`config.mk`:
```
export PLATFORM = sky130hd
export DESIGN_NAME = sensor_change_event_serializer
export DESIGN_NICKNAME = d
export VERILOG_FILES = /design/src/hdl/sces_pkg.sv /design/src/hdl/sensor_change_event_serializer.sv /design/src/hdl/sces_front.sv /design/src/hdl/sces_queue.sv /design/src/hdl/sces_back.sv
export VERILOG_INCLUDE_DIRS = /design/src /design/src/hdl
export SDC_FILE = /design/constraint.sdc
export NUM_CORES = 1
export LEC_CHECK = 0
export ABC_AREA = 1
export BUFFER_PORTS_ARGS = -buffer_cell sky130_fd_sc_hd__clkbuf_2
export CAP_MARGIN = 20
export CORE_MARGIN = 2
export CORE_UTILIZATION = 40
export CTS_BUF_LIST = sky130_fd_sc_hd__clkbuf_8
export DETAILED_ROUTE_END_ITERATION = 7
export SYNTH_ARGS = -nofsm -noshare
export SYNTH_HDL_FRONTEND = slang
export SYNTH_SLANG_ARGS = --single-unit
export TNS_END_PERCENT = 10
```
`constraint.sdc`:
```
create_clock -name clock -period 3.8 [get_ports clock]
set_input_delay 0.19 -clock clock [delete_from_list [all_inputs] [get_ports clock]]
set_output_delay 0.19 -clock clock [all_outputs]
set_load 0.02 [all_outputs]
```
`src/hdl/sensor_change_event_serializer_defines.svh`:
```
// assertion macros shared by the sensor change event serializer modules
// no dependencies; each macro expands to nothing when NO_ASSERTIONS is set
`ifndef SENSOR_CHANGE_EVENT_SERIALIZER_DEFINES_SVH
`define SENSOR_CHANGE_EVENT_SERIALIZER_DEFINES_SVH

`ifndef NO_ASSERTIONS

// same-cycle implication, checked out of reset
`define SCES_ASSERT_NOW(label, clk, rst, ante, cons) \
   label: assert property (@(posedge clk) disable iff (rst) (ante) |-> (cons)) \
      else $error("sces check failed");

// next-cycle implication, checked out of reset
`define SCES_ASSERT_NEXT(label, clk, rst, ante, cons) \
   label: assert property (@(posedge clk) disable iff (rst) (ante) |=> (cons)) \
      else $error("sces check failed");

`else

`define SCES_ASSERT_NOW(label, clk, rst, ante, cons)
`define SCES_ASSERT_NEXT(label, clk, rst, ante, cons)

`endif

`endif

```
`src/hdl/sces_pkg.sv`:
```
// shared types and constants of the sensor change event serializer
// used by sces_front, sces_queue, sces_back and the top level
package sces_pkg;

   localparam int SensorsPerByte = 8;
   localparam int ModuleWidth    = 3;
   localparam int ByteWidth      = 8;
   localparam int SensorWidth    = 5;
   // rising first byte, rising second byte, falling first byte, falling second byte
   localparam int MaskWidth      = 4 * SensorsPerByte;
   localparam int MaskIdxWidth   = $clog2(MaskWidth);
   localparam int QueueDepth     = 2;
   localparam int QueuePtrWidth  = $clog2(QueueDepth);
   localparam int QueueCntWidth  = $clog2(QueueDepth + 1);

   // one classified report waiting for the back end
   typedef struct packed {
      logic [ModuleWidth-1:0] module_index;
      logic [MaskWidth-1:0]   change_mask;
   } queue_entry_type;

   // front end to queue
   typedef struct packed {
      logic            valid;
      queue_entry_type entry;
   } queue_push_type;

   // queue to front end and back end
   typedef struct packed {
      logic            full;
      logic            not_empty;
      queue_entry_type head;
   } queue_status_type;

endpackage

```
`src/hdl/sensor_change_event_serializer.sv`:
```
// Sensor change event serializer. Each report word carries one module's two
// sensor bytes; it is compared with that module's stored report and one event
// word leaves per changed sensor: newly active sensors of the first byte, then of
// the second byte, then newly inactive sensors of the first and second byte,
// lowest bit first in each group, with tlast on the final event of the report.
// A report is classified combinationally in the front end and queued as a change
// mask (two entries deep); the back end walks that mask one set bit per cycle
// while rsp_tready does not stall the output. Reports without changes, and
// reports for a module index at or above NUM_MODULES, produce no event; the
// latter also leave the store untouched. The store is cleared by reset.
// depends on sces_pkg, sces_front, sces_queue and sces_back
module sensor_change_event_serializer #(
   parameter int NUM_MODULES = 5
) (
   input  logic        clock,
   input  logic        reset,
   input  logic        req_tvalid,
   output logic        req_tready,
   // module_index [2:0], first_byte [10:3], second_byte [18:11], zero fill
   input  logic [23:0] req_tdata,
   output logic        rsp_tvalid,
   input  logic        rsp_tready,
   // event_module [2:0], sensor_number [7:3]
   output logic [7:0]  rsp_tdata,
   // released [0]
   output logic        rsp_tuser,
   output logic        rsp_tlast
);
   import sces_pkg::*;

   queue_push_type         queue_push;
   queue_status_type       queue_status;
   logic                   queue_pop;
   logic [ModuleWidth-1:0] event_module;
   logic [SensorWidth-1:0] sensor_number;

   sces_front #(
      .NUM_MODULES(NUM_MODULES)
   ) u_front (
      .clock            (clock),
      .reset            (reset),
      .req_valid        (req_tvalid),
      .req_ready        (req_tready),
      .req_module_index (req_tdata[2:0]),
      .req_first_byte   (req_tdata[10:3]),
      .req_second_byte  (req_tdata[18:11]),
      .queue_status     (queue_status),
      .queue_push       (queue_push)
   );

   sces_queue u_queue (
      .clock        (clock),
      .reset        (reset),
      .queue_push   (queue_push),
      .queue_pop    (queue_pop),
      .queue_status (queue_status)
   );

   sces_back u_back (
      .clock             (clock),
      .reset             (reset),
      .queue_status      (queue_status),
      .queue_pop         (queue_pop),
      .rsp_valid         (rsp_tvalid),
      .rsp_ready         (rsp_tready),
      .rsp_event_module  (event_module),
      .rsp_sensor_number (sensor_number),
      .rsp_released      (rsp_tuser),
      .rsp_last_event    (rsp_tlast)
   );

   assign rsp_tdata = {sensor_number, event_module};

endmodule

```
`src/hdl/sces_front.sv`:
```
// front end: takes report words, compares against the per-module store
// and pushes a change mask to the queue; depends on sces_pkg
module sces_front #(
   parameter int NUM_MODULES = 5
) (
   input  logic                                 clock,
   input  logic                                 reset,
   input  logic                                 req_valid,
   output logic                                 req_ready,
   input  logic [sces_pkg::ModuleWidth-1:0]     req_module_index,
   input  logic [sces_pkg::ByteWidth-1:0]       req_first_byte,
   input  logic [sces_pkg::ByteWidth-1:0]       req_second_byte,
   input  sces_pkg::queue_status_type           queue_status,
   output sces_pkg::queue_push_type             queue_push
);
   import sces_pkg::*;

   // only indexes the 3-bit field can reach are stored
   localparam int StoreDepth = (NUM_MODULES > 8) ? 8 : NUM_MODULES;
   localparam int IdxWidth   = (StoreDepth > 1) ? $clog2(StoreDepth) : 1;
   localparam logic [5:0] NumModulesLimit = 6'(NUM_MODULES);

   logic [2*ByteWidth-1:0] store_ff [StoreDepth];
   logic [2*ByteWidth-1:0] prev_report;
   logic [2*ByteWidth-1:0] new_report;
   logic [IdxWidth-1:0]    store_idx;
   logic                   in_range;
   logic                   accept;
   logic [MaskWidth-1:0]   mask;

   assign req_ready = !queue_status.full;
   assign accept    = req_valid && req_ready;
   assign in_range  = ({3'b000, req_module_index} < NumModulesLimit);
   assign store_idx = req_module_index[IdxWidth-1:0];

   // previous report of this module, second byte high
   assign prev_report = store_ff[store_idx];
   assign new_report  = {req_second_byte, req_first_byte};

   // classify changed bits into the four event groups
   assign mask = {prev_report[15:8] & ~req_second_byte,
                  prev_report[7:0]  & ~req_first_byte,
                  req_second_byte   & ~prev_report[15:8],
                  req_first_byte    & ~prev_report[7:0]};

   // push only reports that change something
   always_comb begin
      queue_push.valid              = accept && in_range && (mask != '0);
      queue_push.entry.module_index = req_module_index;
      queue_push.entry.change_mask  = mask;
   end

   // store update, cleared at reset
   always_ff @(posedge clock) begin
      if (reset) begin
         for (int i = 0; i < StoreDepth; i++) begin
            store_ff[i] <= '0;
         end
      end else if (accept && in_range) begin
         store_ff[store_idx] <= new_report;
      end
   end

endmodule

```
`src/hdl/sces_queue.sv`:
```
// short fifo between the front end and the back end
// depends on sces_pkg and the assertion macro header
`include "sensor_change_event_serializer_defines.svh"
module sces_queue (
   input  logic                        clock,
   input  logic                        reset,
   input  sces_pkg::queue_push_type    queue_push,
   input  logic                        queue_pop,
   output sces_pkg::queue_status_type  queue_status
);
   import sces_pkg::*;

   queue_entry_type           entries_ff [QueueDepth];
   logic [QueuePtrWidth-1:0]  wr_ptr_ff, wr_ptr_in;
   logic [QueuePtrWidth-1:0]  rd_ptr_ff, rd_ptr_in;
   logic [QueueCntWidth-1:0]  count_ff, count_in;
   logic                      do_push;
   logic                      do_pop;

   localparam logic [QueueCntWidth-1:0] DepthCount = QueueCntWidth'(QueueDepth);
   localparam logic [QueuePtrWidth-1:0] LastPtr    = QueuePtrWidth'(QueueDepth - 1);

   assign do_push = queue_push.valid && (count_ff != DepthCount);
   assign do_pop  = queue_pop && (count_ff != '0);

   // pointer and fill count update
   always_comb begin
      wr_ptr_in = wr_ptr_ff;
      rd_ptr_in = rd_ptr_ff;
      count_in  = count_ff;
      if (do_push) begin
         wr_ptr_in = (wr_ptr_ff == LastPtr) ? '0 : wr_ptr_ff + 1'b1;
      end
      if (do_pop) begin
         rd_ptr_in = (rd_ptr_ff == LastPtr) ? '0 : rd_ptr_ff + 1'b1;
      end
      if (do_push && !do_pop) begin
         count_in = count_ff + 1'b1;
      end else if (!do_push && do_pop) begin
         count_in = count_ff - 1'b1;
      end
   end

   always_ff @(posedge clock) begin
      if (reset) begin
         wr_ptr_ff <= '0;
         rd_ptr_ff <= '0;
         count_ff  <= '0;
      end else begin
         wr_ptr_ff <= wr_ptr_in;
         rd_ptr_ff <= rd_ptr_in;
         count_ff  <= count_in;
      end
   end

   // entry storage, no reset needed
   always_ff @(posedge clock) begin
      if (do_push) begin
         entries_ff[wr_ptr_ff] <= queue_push.entry;
      end
   end

   always_comb begin
      queue_status.full      = (count_ff == DepthCount);
      queue_status.not_empty = (count_ff != '0);
      queue_status.head      = entries_ff[rd_ptr_ff];
   end

   // checks
   `SCES_ASSERT_NOW(a_count_bound, clock, reset, 1'b1, count_ff <= DepthCount)
   `SCES_ASSERT_NOW(a_no_drop, clock, reset, queue_push.valid, count_ff != DepthCount)
   `SCES_ASSERT_NOW(a_push_nonzero, clock, reset, queue_push.valid,
                    queue_push.entry.change_mask != '0)

endmodule

```
`src/hdl/sces_back.sv`:
```
// back end: walks one change mask, lowest set bit per cycle while the output is not stalled, into events
// depends on sces_pkg and the assertion macro header
`include "sensor_change_event_serializer_defines.svh"
module sces_back (
   input  logic                              clock,
   input  logic                              reset,
   input  sces_pkg::queue_status_type        queue_status,
   output logic                              queue_pop,
   output logic                              rsp_valid,
   input  logic                              rsp_ready,
   output logic [sces_pkg::ModuleWidth-1:0]  rsp_event_module,
   output logic [sces_pkg::SensorWidth-1:0]  rsp_sensor_number,
   output logic                              rsp_released,
   output logic                              rsp_last_event
);
   import sces_pkg::*;

   logic                    busy_ff, busy_in;
   logic [MaskWidth-1:0]    mask_ff, mask_in;
   logic [ModuleWidth-1:0]  module_ff, module_in;
   logic                    out_valid_ff, out_valid_in;
   logic [ModuleWidth-1:0]  out_module_ff, out_module_in;
   logic [SensorWidth-1:0]  out_sensor_ff, out_sensor_in;
   logic                    out_released_ff, out_released_in;
   logic                    out_last_ff, out_last_in;
   logic [MaskIdxWidth-1:0] low_idx;
   logic [MaskWidth-1:0]    rest_mask;
   logic                    slot_free;
   logic                    emit;

   // lowest set bit of the pending mask
   always_comb begin
      low_idx = '0;
      for (int i = MaskWidth - 1; i >= 0; i--) begin
         if (mask_ff[i]) begin
            low_idx = MaskIdxWidth'(i);
         end
      end
   end

   assign rest_mask = mask_ff & ~(MaskWidth'(1) << low_idx);
   assign slot_free = !out_valid_ff || rsp_ready;
   assign emit      = busy_ff && slot_free;
   assign queue_pop = !busy_ff && queue_status.not_empty;

   // mask walk and output register
   always_comb begin
      busy_in         = busy_ff;
      mask_in         = mask_ff;
      module_in       = module_ff;
      out_valid_in    = out_valid_ff && !rsp_ready;
      out_module_in   = out_module_ff;
      out_sensor_in   = out_sensor_ff;
      out_released_in = out_released_ff;
      out_last_in     = out_last_ff;
      if (queue_pop) begin
         busy_in   = 1'b1;
         mask_in   = queue_status.head.change_mask;
         module_in = queue_status.head.module_index;
      end else if (emit) begin
         mask_in         = rest_mask;
         busy_in         = (rest_mask != '0);
         out_valid_in    = 1'b1;
         out_module_in   = module_ff;
         // bit position within byte counts down from the sensor base
         out_sensor_in   = SensorWidth'(SensorsPerByte)
                           - {2'b00, low_idx[2:0]}
                           + (low_idx[3] ? SensorWidth'(SensorsPerByte) : '0);
         out_released_in = low_idx[4];
         out_last_in     = (rest_mask == '0);
      end
   end

   always_ff @(posedge clock) begin
      if (reset) begin
         busy_ff      <= 1'b0;
         out_valid_ff <= 1'b0;
      end else begin
         busy_ff      <= busy_in;
         out_valid_ff <= out_valid_in;
      end
   end

   // payload registers
   always_ff @(posedge clock) begin
      mask_ff         <= mask_in;
      module_ff       <= module_in;
      out_module_ff   <= out_module_in;
      out_sensor_ff   <= out_sensor_in;
      out_released_ff <= out_released_in;
      out_last_ff     <= out_last_in;
   end

   assign rsp_valid         = out_valid_ff;
   assign rsp_event_module  = out_module_ff;
   assign rsp_sensor_number = out_sensor_ff;
   assign rsp_released      = out_released_ff;
   assign rsp_last_event    = out_last_ff;

   // checks
   `SCES_ASSERT_NOW(a_busy_has_bits, clock, reset, busy_ff, mask_ff != '0)
   `SCES_ASSERT_NOW(a_sensor_range, clock, reset, out_valid_ff,
                    (out_sensor_ff != '0) && (out_sensor_ff <= 5'd16))
   `SCES_ASSERT_NEXT(a_last_ends_walk, clock, reset, emit && (rest_mask == '0), !busy_ff)

endmodule
```
==> load_flow_metrics.sql, run 1 <==
INSERT INTO impl_metrics (metric_group, metric, value, unit) VALUES
('run_status', 'outcome', 'complete, but fails checks', ''),
('run_status', 'violations', 'setup timing', ''),
('drt', 'drt-wirelength-per-cell', '17.5', 'µm'),
('synth', 'synthesis.yosys.warnings', '0', ''),
('sta', 'worst-slew-pin-transition', '0.945', 'ns'),
('synth', 'synth.cells.most_frequent', 'sky130_fd_sc_hd__edfxtp_1 (243), sky130_fd_sc_hd__nand2_1 (154), sky130_fd_sc_hd__nor2_1 (116)', ''),
('power', 'powerDensity', '649', 'mW/mm²'),
('clocking', 'cts_num_sinks', '250', ''),
('setup_path', 'timing.rr.end', 'u_back.busy_ff$_SDFFE_PP0P_', ''),
('sta', 'setup_total_negative_slack', '-0.0415', 'ns'),
('floorplan', 'boundaryPins', '40', ''),
('setup_path', 'timing.critical_path.slowest_cell_delay', '0.38', 'ns'),
('sta', 'share_of_the_clock_period_used_by_the_worst_path_after_layout', '101', '%'),
('clocking', 'cts_tree', 'yes', ''),
('sta', 'rsz0062_at_grt', 'yes', ''),
('setup_path', 'critical_path.endpoint', 'u_back.busy_ff$_SDFFE_PP0P_', ''),
('layout', 'fraction_of_layout_cells_with_a_size_suffix_above_1', '20.6', '%'),
('global_route', 'globalRouteOverflowTotal', '0', ''),
('global_route', 'grt_antenna_before_repair', '0', ''),
('min_path', 'min_delay_path_depth', '1', ''),
('sta', 'final-max-slew-violation-count', '0', ''),
('layout', 'layoutNonFillerInstCount', '1441', ''),
('sta', 'period_minus_slack', '3.84', 'ns'),
('setup_path', 'cp-startpoint', 'u_back.mask_ff[30]$_DFFE_PP_', ''),
('synth', 'synth_top_flop_cell', 'sky130_fd_sc_hd__edfxtp_1', ''),
('drt', 'antenna_left', '0', ''),
('layout', 'diodes', '0', ''),
('synth', 'synthCells', '906', ''),
('sta', 'final_hold_viol_count', '0', ''),
('drt', 'drt_iter0_markers', '592', ''),
('min_path', 'hold_path.startpoint', 'req_tdata[2]', ''),
('synth', 'synthesis.area_per_instance', '12.1', 'µm²'),
('floorplan', 'die_height', '170', 'µm'),
('sta', 'clock-skew-final', '0.0230', 'ns'),
('synth', 'synth.top_cell.area_share', '66.5', '%'),
('setup_path', 'crit_fanout', '2', ''),
('min_path', 'worstHoldPathType', 'primary input to register', ''),
('drt', 'route.detailed.vias_per_inst', '5.02', ''),
('synth', 'synth_edf_count', '243', ''),
('setup_path', 'slowest_stage', 'sky130_fd_sc_hd__edfxtp_1', ''),
('synth', 'synth_cell_type_count', '45', ''),
('global_route', 'grt_start_max_net_pins', '59', ''),
('drt', 'vias_after_detailed_routing', '7233', ''),
('layout', 'postLayoutCellArea', '0.0131', 'mm²'),
('clocking', 'numCtsBuffers', '43', ''),
('setup_path', 'setup.reg_to_reg.worst_slack', '-0.04', 'ns'),
('floorplan', 'floorplan.initialDensity', '40.7', '%'),
('floorplan', 'die_outline_area', '0.0288', 'mm²'),
('power', 'ir_drop', '0.304', 'mV'),
('global_route', 'vias_in_the_first_global_route', '7070', ''),
('placed_design', 'buffer_ports.inserted', '34', ''),
('setup_path', 'critical-path-top-cell-by-count', 'sky130_fd_sc_hd__nand2_1', ''),
('placed_design', 'post-dp-hpwl', '16500', 'µm'),
('sta', 'setup-violations-final', '1', ''),
('sta', 'final_worst_path_setup_slack', '-0.0415', 'ns'),
('drt', 'postRouteWirelength', '25300', 'µm'),
('setup_path', 'r2r_start', 'u_back.mask_ff[30]$_DFFE_PP_', ''),
('drt', 'remaining_drc_errors', '0', ''),
('placed_design', 'finalWeightedCongestion', '0.895', ''),
('setup_path', 'critical_path.endpoint_type', 'register', ''),
('setup_path', 'timing_worst_setup_path_type', 'register to register', ''),
('synth', 'yosysSeqAreaShare', '67.8', '%'),
('synth', 'postSynthRegisterBits', '250', ''),
('layout', 'flow.area_growth_from_synthesis', '19.5', '%'),
('clocking', 'max-clock-path-buffers', '3', ''),
('layout', 'fin_nets', '1112', ''),
('clocking', 'ctsRootBufferMaster', 'sky130_fd_sc_hd__clkbuf_8', ''),
('sta', 'timing.max_slew.rel_slack', '37.0', '%'),
('clocking', 'clock_transition_time_at_the_flip_flop_clock_pins_of_the_worst_setup_and_hold_paths', '0.06', 'ns'),
('setup_path', 'critical_path.startpoint_type', 'register', ''),
('setup_path', 'worst_ep_required_time', '4.21', 'ns');
[worst min-delay path by stage]
stage / endpoint / slack [ns]
after floorplan: u_back.rsp_valid$_SDFF_PP0_ / 0.26
after global placement: u_back.rsp_event_module[2]$_DFFE_PP_ / 0.40
after detailed placement: u_back.rsp_event_module[0]$_DFFE_PP_ / 0.41
after CTS: u_queue.entries_ff[0][34]$_DFFE_PP_ / 0.07
after global routing: u_queue.entries_ff[0][34]$_DFFE_PP_ / 0.09
final: u_queue.entries_ff[0][34]$_DFFE_PP_ / 0.09
[timing repair]
| item | CTS | global route |
|---|---|---|
| endpoints found under the hold margin | 50 | 0 |
| buffers inserted | 1 | 2 |
| hold buffers | 18 | 0 |
| pin swaps | 3 | 11 |
| endpoints found under the setup margin | 1 | 5 |
| gates resized for setup | 9 | 18 |
[state kept, by name, indices dropped and copies added, names as in the netlist, named ones only]
name and cells:
u_front.store_ff 128, u_queue.entries_ff 70, u_back.mask_ff 32, u_back.rsp_sensor_number 5, u_back.module_ff 3, u_back.rsp_event_module 3
u_queue.count_ff 2, u_back.busy_ff 1, u_back.rsp_last_event 1, u_back.rsp_released 1, u_back.rsp_valid 1, u_queue.rd_ptr_ff 1
u_queue.wr_ptr_ff 1
[layer usage]
layer / up-vias / share of wire (%) / GRT usage (%)
li1: 3494 / - / -
met1: 3479 / 44 / 23.9
met2: 213 / 48 / 29.7
met3: 47 / 5.6 / 3.08
met4: 0 / 2.2 / 5.39
met5: - / 0 / 0
[critical path, delay by kind of cell, from the launching register on]
family	cells	cell delay, ns
adders and majority gates	1	0.13
and+or+nand+nor	38	2.52
DFF	1	0.38
buffers and inverters	5	0.39
AOI/OAI and AO/OA	2	0.27
[area by class of cell]
cell class,count,area [µm²]
Clock buffer,43,592
Clock inverter,27,170
Fill cell,2422,13800
Inverter,104,400
Multi-Input combinational cell,570,3250
Sequential cell,250,7440
Tap cell,341,427
Timing Repair Buffer,106,831
[kinds of logic (layout without fill, tap and decap cells)]
group | after synthesis | count (layout) | synth area share [%]
compound gates | 138 | 138 | 8.16
fa+ha+maj | 9 | 9 | 1.03
buf+inv | 133 | 280 | 5.21
flops | 250 | 250 | 67.8
mux | 31 | 31 | 3.14
other cells | 1 | 48 | 0.0342
simple gates | 344 | 344 | 14.6
[where the power goes]
part | switching, µW | total (µW) | internal [µW] | leakage (µW)
Sequential | 346 | 4020 | 3670 | 0.00245
Combinational | 1370 | 2270 | 902 | 0.00229
Clock | 1040 | 2220 | 1180 | 0.000445
Total | 2750 | 8510 | 5760 | 0.00519
[cell usage in the layout (no fill, tap or decap), types with 5 or more instances in the layout]
cell and count:
sky130_fd_sc_hd__inv_1 109, sky130_fd_sc_hd__buf_12 6, sky130_fd_sc_hd__o21ai_0 41, sky130_fd_sc_hd__clkbuf_8 43
sky130_fd_sc_hd__a221oi_1 9, sky130_fd_sc_hd__o21ai_1 15, sky130_fd_sc_hd__nor4_1 8, sky130_fd_sc_hd__edfxtp_1 243
sky130_fd_sc_hd__clkinv_1 5, sky130_fd_sc_hd__mux2_2 27, sky130_fd_sc_hd__nor3_4 5, sky130_fd_sc_hd__ha_1 5
sky130_fd_sc_hd__a22o_1 23, sky130_fd_sc_hd__o21ai_2 7, sky130_fd_sc_hd__a21oi_1 17, sky130_fd_sc_hd__nand2_2 5
sky130_fd_sc_hd__nand3_1 12, sky130_fd_sc_hd__inv_2 5, sky130_fd_sc_hd__dlygate4sd3_1 18, sky130_fd_sc_hd__nand4_1 20
sky130_fd_sc_hd__buf_4 48, sky130_fd_sc_hd__nand2_1 151, sky130_fd_sc_hd__dfxtp_1 6, sky130_fd_sc_hd__conb_1 48
sky130_fd_sc_hd__nor2_1 113, sky130_fd_sc_hd__a22oi_1 15, sky130_fd_sc_hd__nor2_2 9, sky130_fd_sc_hd__clkbuf_2 34
[stage by stage]
stage / total power, µW / utilization (%)
final: 8510 / 48.6
after global routing: 9010 / 48.6
after CTS: 8520 / 48.3
after detailed placement: 6180 / 44.6
after global placement: 6160 / 44.6
after floorplan: 5330 / -
Note: power is estimated with default switching activity, not from simulation.
==> run 2: changes to the inputs <==
--- a/config.mk
+++ b/config.mk
@@ -13,6 +13,9 @@
 export CORE_UTILIZATION = 40
 export CTS_BUF_LIST = sky130_fd_sc_hd__clkbuf_8
 export DETAILED_ROUTE_END_ITERATION = 7
+export GPL_TIMING_DRIVEN = 0
+export PLACE_DENSITY = 0.58
+export REMOVE_ABC_BUFFERS = 1
 export SYNTH_ARGS = -nofsm -noshare
 export SYNTH_HDL_FRONTEND = slang
 export SYNTH_SLANG_ARGS = --single-unit
==> load_flow_metrics.sql, run 2 (synthesis gave the netlist of run 1 again) <==
INSERT INTO impl_metrics (metric_group, metric, value, unit) VALUES
('setup_path', 'setup.reg_to_reg.worst_slack', '-0.03', 'ns'),
('sta', 'timing.max_slew.rel_slack', '29.2', '%'),
('clocking', 'clk_latency', '0.56', 'ns'),
('global_route', 'grt_antenna_before_repair', '0', ''),
('drt', 'vias_after_detailed_routing', '7155', ''),
('setup_path', 'critical_path.endpoint_type', 'register', ''),
('drt', 'routedLengthMet1', '11400', 'µm'),
('clocking', 'cts_tree', 'yes', ''),
('power', 'switching_share', '33.0', '%'),
('floorplan', 'boundaryPins', '40', ''),
('global_route', 'vias_in_the_first_global_route', '7158', ''),
('global_route', 'grt_util_all_layers', '17.8', '%'),
('layout', 'diodes', '0', ''),
('clocking', 'htree_levels', '2', ''),
('layout', 'layout_commonest_cell', 'sky130_fd_sc_hd__edfxtp_1', ''),
('clocking', 'clock_transition_time_at_the_flip_flop_clock_pins_of_the_worst_setup_and_hold_paths', '0.06', 'ns'),
('layout', 'fraction_of_layout_cells_with_a_size_suffix_above_1', '18.8', '%'),
('floorplan', 'floorplan.initialDensity', '40.7', '%'),
('power', 'power.share.clock', '26.0', '%'),
('drt', 'remaining_drc_errors', '0', ''),
('sta', 'rsz0062_at_grt', 'yes', ''),
('floorplan', 'core_area', '0.0270', 'mm²'),
('flow_run', 'drv_cap', '0', ''),
('power', 'power.switching', '2770', 'µW'),
('setup_path', 'worst_ep_required_time', '4.22', 'ns'),
('sta', 'final-max-slew-violation-count', '0', ''),
('setup_path', 'slowest_stage', 'sky130_fd_sc_hd__edfxtp_1', ''),
('drt', 'dr.pass1.iters', '5', ''),
('drt', 'highest_routing_layer_actually_used', 'met4', ''),
('power', 'combPwrFrac', '26.7', '%'),
('sta', 'worst-slew-pin-transition', '1.06', 'ns'),
('floorplan', 'die_w', '170', 'µm'),
('layout', 'largest_register', 'u_front.store_ff', ''),
('drt', 'postRouteWirelength', '24900', 'µm'),
('drt', 'route.detailed.vias_per_inst', '5.09', ''),
('sta', 'final_hold_viol_count', '0', ''),
('floorplan', 'floorplan.rows', '60', ''),
('sta', 'setup-violations-final', '1', ''),
('global_route', 'globalRouteOverflowTotal', '0', ''),
('setup_path', 'timing_worst_setup_path_type', 'register to register', ''),
('sta', 'period_minus_slack', '3.83', 'ns'),
('global_route', 'grt_start_max_net_pins', '47', ''),
('power', 'ir_drop', '0.296', 'mV'),
('layout', 'fin_nets', '1072', ''),
('min_path', 'worstHoldPathType', 'primary input to register', ''),
('placed_design', 'post-dp-hpwl', '16100', 'µm'),
('power', 'seqPwrFrac', '47.3', '%'),
('drt', 'drt_iter0_markers', '520', ''),
('setup_path', 'critical_path.startpoint_type', 'register', ''),
('placed_design', 'total_cell_area_at_the_placement_stage', '0.0117', 'mm²'),
('clocking', 'ctsRootBufferMaster', 'sky130_fd_sc_hd__clkbuf_8', ''),
('drt', 'detailroute.wirelength.met3', '1150', 'µm'),
('sta', 'setup_total_negative_slack', '-0.0264', 'ns'),
('layout', 'postLayoutCellArea', '0.0129', 'mm²'),
('drt', 'drt-wirelength-per-cell', '17.7', 'µm'),
('setup_path', 'arrival', '4.25', 'ns'),
('drt', 'dr_wl_met2', '11800', 'µm'),
('sta', 'clock-skew-final', '0.0399', 'ns'),
('clocking', 'cts_num_sinks', '250', ''),
('layout', 'layout.cells.most_common_list', 'sky130_fd_sc_hd__edfxtp_1 (243), sky130_fd_sc_hd__nand2_1 (148), sky130_fd_sc_hd__nor2_1 (113)', ''),
('setup_path', 'critical-path-top-cell-by-count', 'sky130_fd_sc_hd__nand2_1', ''),
('power', 'power_report.internal_total', '5630', 'µW'),
('run_status', 'violations', 'setup timing', ''),
('sta', 'share_of_the_clock_period_used_by_the_worst_path_after_layout', '101', '%'),
('placed_design', 'finalWeightedCongestion', '0.890', ''),
('drt', 'antenna_left', '0', ''),
('sta', 'final_worst_path_setup_slack', '-0.0264', 'ns'),
('clocking', 'numCtsBuffers', '44', ''),
('layout', 'biggestRegsByFlops', 'u_front.store_ff x128, u_queue.entries_ff x70, u_back.mask_ff x32', ''),
('power', 'leak', '0.00500', 'µW'),
('clocking', 'max-clock-path-buffers', '3', ''),
('global_route', 'grt_pass1_wl', '39300', 'µm'),
('floorplan', 'die_height', '170', 'µm'),
('layout', 'largest_register_ffs', '128', ''),
('sta', 'maxClockFrequency', '261', 'MHz'),
('placed_design', 'buffer_ports.inserted', '34', ''),
('setup_path', 'timing.critical_path.slowest_cell_delay', '0.42', 'ns'),
('setup_path', 'crit_fanout', '3', ''),
('run_status', 'outcome', 'complete, but fails checks', ''),
('floorplan', 'die_outline_area', '0.0288', 'mm²'),
('power', 'powerDensity', '652', 'mW/mm²'),
('layout', 'flow.area_growth_from_synthesis', '17.5', '%');
==> run 2: through the flow <==
| step | util [%] | total power (µW) | std cells | hold slack (ns) | worst slack, ns |
|---|---|---|---|---|---|
| final | 47.8 | 8400 | 1407 | 0.106 | -0.0264 |
| after global routing | 47.8 | 8900 | 1407 | 0.0937 | -0.485 |
| after CTS | 47.6 | 8440 | 1407 | 0.0846 | -0.00581 |
| after detailed placement | 43.4 | 6040 | 1304 | 0.408 | -0.376 |
| after global placement | 42.9 | 5910 | 1299 | 0.404 | -2.49 |
| after floorplan | - | 5300 | 924 | 0.259 | -0.417 |
==> run 2: power groups by stage <==
stage | Combinational (µW) | Sequential, µW | Clock, µW
after CTS | 2230 | 3970 | 2240
after detailed placement | 2030 | 4010 | 0
final | 2240 | 3980 | 2180
after floorplan | 1280 | 4020 | 0
after global placement | 1830 | 4090 | 0
after global routing | 2530 | 4020 | 2350
==> run 2: layout make-up <==
cell class | count | area (µm²)
Clock buffer | 46 | 633
Clock inverter | 31 | 138
Fill cell | 2448 | 14100
Inverter | 104 | 400
Multi-Input combinational cell | 570 | 3340
Sequential cell | 250 | 7440
Tap cell | 341 | 427
Timing Repair Buffer | 65 | 518
==> run 2: final timing paths <==
path | from | end | cells after the start
hold / removal | req_tdata[1] | u_queue.entries_ff[0][33]$_DFFE_PP_ | 1
setup reg to reg | u_back.mask_ff[30]$_DFFE_PP_ | u_back.busy_ff$_SDFFE_PP0P_ | 43
hold reg to reg | u_back.module_ff[0]$_DFFE_PP_ | u_back.rsp_event_module[0]$_DFFE_PP_ | 0
setup / recovery | u_back.mask_ff[30]$_DFFE_PP_ | u_back.busy_ff$_SDFFE_PP0P_ | 43
==> run 2: repair_timing <==
item / 4_1_cts / 5_1_grt
endpoints found under the hold margin: 50 / 0
hold buffers: 18 / 0
setup buffers: 8 / 0
endpoints found under the setup margin: 2 / 4
resized for setup: 33 / 13
pin swaps: 16 / 2
==> run 2: worst max-delay path, delay by kind of cell (launching register included) <==
family | cells | cell delay, ns
AOI/OAI and AO/OA | 3 | 0.50
buffers and inverters | 3 | 0.20
adders and majority gates | 1 | 0.20
DFF | 1 | 0.42
and+or+nand+nor | 36 | 2.41
==> run 2: routing by layer <==
metal | up-vias | GRT usage [%]
li1 | 3419 | -
met2 | 194 | 28.9
met4 | 0 | 6.17
met5 | - | 0
met3 | 51 | 2.87
met1 | 3491 | 24.3
==> run 3: changes to the inputs <==
--- a/config.mk
+++ b/config.mk
@@ -14,7 +14,7 @@
 export CTS_BUF_LIST = sky130_fd_sc_hd__clkbuf_8
 export DETAILED_ROUTE_END_ITERATION = 7
 export GPL_TIMING_DRIVEN = 0
-export PLACE_DENSITY = 0.58
+export PLACE_DENSITY = 0.56
 export REMOVE_ABC_BUFFERS = 1
 export SYNTH_ARGS = -nofsm -noshare
 export SYNTH_HDL_FRONTEND = slang
==> constraint.sdc (replaced) <==
create_clock -name clock -period 4 [get_ports clock]
set_input_delay 0.2 -clock clock [delete_from_list [all_inputs] [get_ports clock]]
set_output_delay 0.2 -clock clock [all_outputs]
set_load 0.02 [all_outputs]
==> load_flow_metrics.sql, run 3 (synthesis gave the netlist of run 1 again) <==
INSERT INTO impl_metrics (metric_group, metric, value, unit) VALUES
('drt', 'remaining_drc_errors', '0', ''),
('clocking', 'cts_num_sinks', '250', ''),
('drt', 'drt_iter0_markers', '496', ''),
('setup_path', 'timing.rr.end', 'u_back.busy_ff$_SDFFE_PP0P_', ''),
('clocking', 'cts_tree', 'yes', ''),
('power', 'leak', '0.00497', 'µW'),
('setup_path', 'setup.reg_to_reg.worst_slack', '0.14', 'ns'),
('global_route', 'grt_util_all_layers', '17.6', '%'),
('clocking', 'numCtsBuffers', '43', ''),
('min_path', 'worstHoldEndpoint', 'u_queue.entries_ff[1][33]$_DFFE_PP_', ''),
('sta', 'clock-skew-final', '0.0320', 'ns'),
('sta', 'timing.max_slew.rel_slack', '31.7', '%'),
('layout', 'biggestRegsByFlops', 'u_front.store_ff x128, u_queue.entries_ff x70, u_back.mask_ff x32', ''),
('clocking', 'htree_levels', '2', ''),
('setup_path', 'slowest_stage', 'sky130_fd_sc_hd__edfxtp_1', ''),
('power', 'total_power', '7840', 'µW'),
('global_route', 'vias_in_the_first_global_route', '7046', ''),
('drt', 'postRouteWirelength', '24800', 'µm'),
('setup_path', 'critical_path.endpoint_type', 'register', ''),
('sta', 'worst-slew-pin-transition', '1.02', 'ns'),
('sta', 'setup_total_negative_slack', '0', 'ns'),
('setup_path', 'r2r_start', 'u_back.mask_ff[31]$_DFFE_PP_', ''),
('placed_design', 'finalWeightedCongestion', '0.869', ''),
('setup_path', 'critical_path.startpoint_type', 'register', ''),
('min_path', 'hold_path.startpoint', 'req_tdata[1]', ''),
('floorplan', 'core_area', '0.0270', 'mm²'),
('setup_path', 'critical-path-top-cell-by-count', 'sky130_fd_sc_hd__nand2_1', ''),
('layout', 'fin_nets', '1065', ''),
('clocking', 'clk_latency', '0.54', 'ns'),
('min_path', 'min_delay_path_depth', '1', ''),
('sta', 'rsz0062_at_grt', 'yes', ''),
('layout', 'largest_register_ffs', '128', ''),
('flow_run', 'drv_cap', '0', ''),
('global_route', 'grt_antenna_before_repair', '0', ''),
('drt', 'vias_after_detailed_routing', '7116', ''),
('layout', 'layout.cells.most_common_list', 'sky130_fd_sc_hd__edfxtp_1 (243), sky130_fd_sc_hd__nand2_1 (149), sky130_fd_sc_hd__nor2_1 (114)', ''),
('placed_design', 'pre_cts_ws', '-0.181', 'ns'),
('sta', 'worst_hold_slack', '0.123', 'ns'),
('floorplan', 'floorplan.initialDensity', '40.7', '%'),
('setup_path', 'worst_ep_required_time', '4.42', 'ns'),
('layout', 'flow.area_growth_from_synthesis', '16.5', '%'),
('layout', 'layout_commonest_cell', 'sky130_fd_sc_hd__edfxtp_1', ''),
('global_route', 'grt_pass1_wl', '38800', 'µm'),
('setup_path', 'crit_fanout', '3', ''),
('drt', 'route.detailed.vias_per_inst', '5.08', ''),
('layout', 'fraction_of_layout_cells_with_a_size_suffix_above_1', '17.8', '%'),
('sta', 'final-max-slew-violation-count', '0', ''),
('clocking', 'max-clock-path-buffers', '3', ''),
('drt', 'dr.pass1.iters', '4', ''),
('floorplan', 'boundaryPins', '40', ''),
('min_path', 'worstHoldPathType', 'primary input to register', ''),
('floorplan', 'die_height', '170', 'µm'),
('sta', 'final_hold_viol_count', '0', ''),
('sta', 'share_of_the_clock_period_used_by_the_worst_path_after_layout', '96.4', '%'),
('sta', 'period_minus_slack', '3.86', 'ns'),
('sta', 'maxClockFrequency', '259', 'MHz'),
('sta', 'final_worst_path_setup_slack', '0.145', 'ns'),
('layout', 'diodes', '0', ''),
('setup_path', 'worst_r2r_path_depth', '45', ''),
('floorplan', 'die_outline_area', '0.0288', 'mm²'),
('floorplan', 'floorplan.rows', '60', ''),
('floorplan', 'die_w', '170', 'µm'),
('sta', 'setup-violations-final', '0', ''),
('setup_path', 'timing.critical_path.slowest_cell_delay', '0.44', 'ns'),
('placed_design', 'post-dp-hpwl', '16100', 'µm'),
('power', 'ir_drop', '0.244', 'mV'),
('clocking', 'clock_transition_time_at_the_flip_flop_clock_pins_of_the_worst_setup_and_hold_paths', '0.06', 'ns'),
('setup_path', 'arrival', '4.28', 'ns'),
('drt', 'antenna_left', '0', ''),
('drt', 'drt-wirelength-per-cell', '17.7', 'µm'),
('placed_design', 'buffer_ports.inserted', '34', ''),
('global_route', 'grt_start_max_net_pins', '45', ''),
('clocking', 'ctsRootBufferMaster', 'sky130_fd_sc_hd__clkbuf_8', ''),
('setup_path', 'timing_worst_setup_path_type', 'register to register', ''),
('global_route', 'globalRouteOverflowTotal', '0', ''),
('layout', 'largest_register', 'u_front.store_ff', ''),
('run_status', 'outcome', 'complete, no violations', ''),
('power', 'powerDensity', '614', 'mW/mm²');
[run 3: cell types whose count changed in the layout (fill, tap and decap cells not counted), moves of 3 or more]
| cell | previous run | this run |
|---|---|---|
| sky130_fd_sc_hd__clkinv_1 | 14 | 9 |
| sky130_fd_sc_hd__o21ai_1 | 5 | 8 |
| sky130_fd_sc_hd__inv_1 | 107 | 113 |
| sky130_fd_sc_hd__nor2_2 | 3 | 6 |
| sky130_fd_sc_hd__nor2_4 | 8 | 4 |
| sky130_fd_sc_hd__buf_4 | 8 | 2 |
| sky130_fd_sc_hd__o21ai_2 | 15 | 12 |
[run 3: how the worst max path moves through the flow]
stage                                               to                        startpoint  slack [ns]  cells past startpoint
after floorplan            u_back.mask_ff[0]$_DFFE_PP_  u_queue.count_ff[0]$_SDFFE_PP0P_       -0.22                      4
after global placement    u_back.mask_ff[24]$_DFFE_PP_  u_queue.count_ff[0]$_SDFFE_PP0P_       -2.46                      4
after detailed placement   u_back.busy_ff$_SDFFE_PP0P_      u_back.mask_ff[31]$_DFFE_PP_       -0.18                     45
after CTS                  u_back.busy_ff$_SDFFE_PP0P_      u_back.mask_ff[31]$_DFFE_PP_       0.003                     45
after global routing       u_back.busy_ff$_SDFFE_PP0P_      u_back.mask_ff[30]$_DFFE_PP_       -0.30                     42
final                      u_back.busy_ff$_SDFFE_PP0P_      u_back.mask_ff[31]$_DFFE_PP_        0.14                     45
[run 3: report_power, final]
| group | leakage, µW | internal, µW | switching [µW] |
|---|---|---|---|
| logic | 0.00207 | 734 | 1310 |
| registers | 0.00245 | 3490 | 290 |
| clock network | 0.000445 | 1020 | 987 |
| total | 0.00497 | 5250 | 2590 |
[run 3: metal layers]
layer	vias up	GRT usage (%)	routed length [µm]
met5	-	0	0
met1	3460	23.3	11100
met3	45	3.52	1260
li1	3420	-	-
met4	0	6.06	586
met2	191	29.2	11800
[run 3: through the flow]
step | utilization [%] | area [µm²] | instances
after floorplan | - | 11000 | 924
after global placement | 42.9 | 11600 | 1299
after detailed placement | 43.4 | 11700 | 1304
after CTS | 47.0 | 12700 | 1400
after global routing | 47.4 | 12800 | 1400
final | 47.4 | 12800 | 1400
[run 3: area by class of cell]
type / instances / area (µm²)
Multi-Input combinational cell: 570 / 3310
Fill cell: 2431 / 14200
Timing Repair Buffer: 59 / 460
Inverter: 104 / 400
Clock buffer: 44 / 606
Tap cell: 341 / 427
Clock inverter: 32 / 134
Sequential cell: 250 / 7440
[run 3: what timing repair did]
item	4_1_cts	5_1_grt
setup buffers	2	0
pin swaps	6	8
endpoints found under the hold margin	50	0
cloned	0	0
resized for setup	10	27
hold buffers	18	0
endpoints found under the setup margin	2	2
[run 3: worst max-delay path: cells and delay by family, from the launching register on]
family / cells / cell delay, ns
and+or+nand+nor: 39 / 2.57
adders and majority gates: 3 / 0.47
DFF: 1 / 0.44
AOI/OAI and AO/OA: 2 / 0.16
buffers and inverters: 1 / 0.06
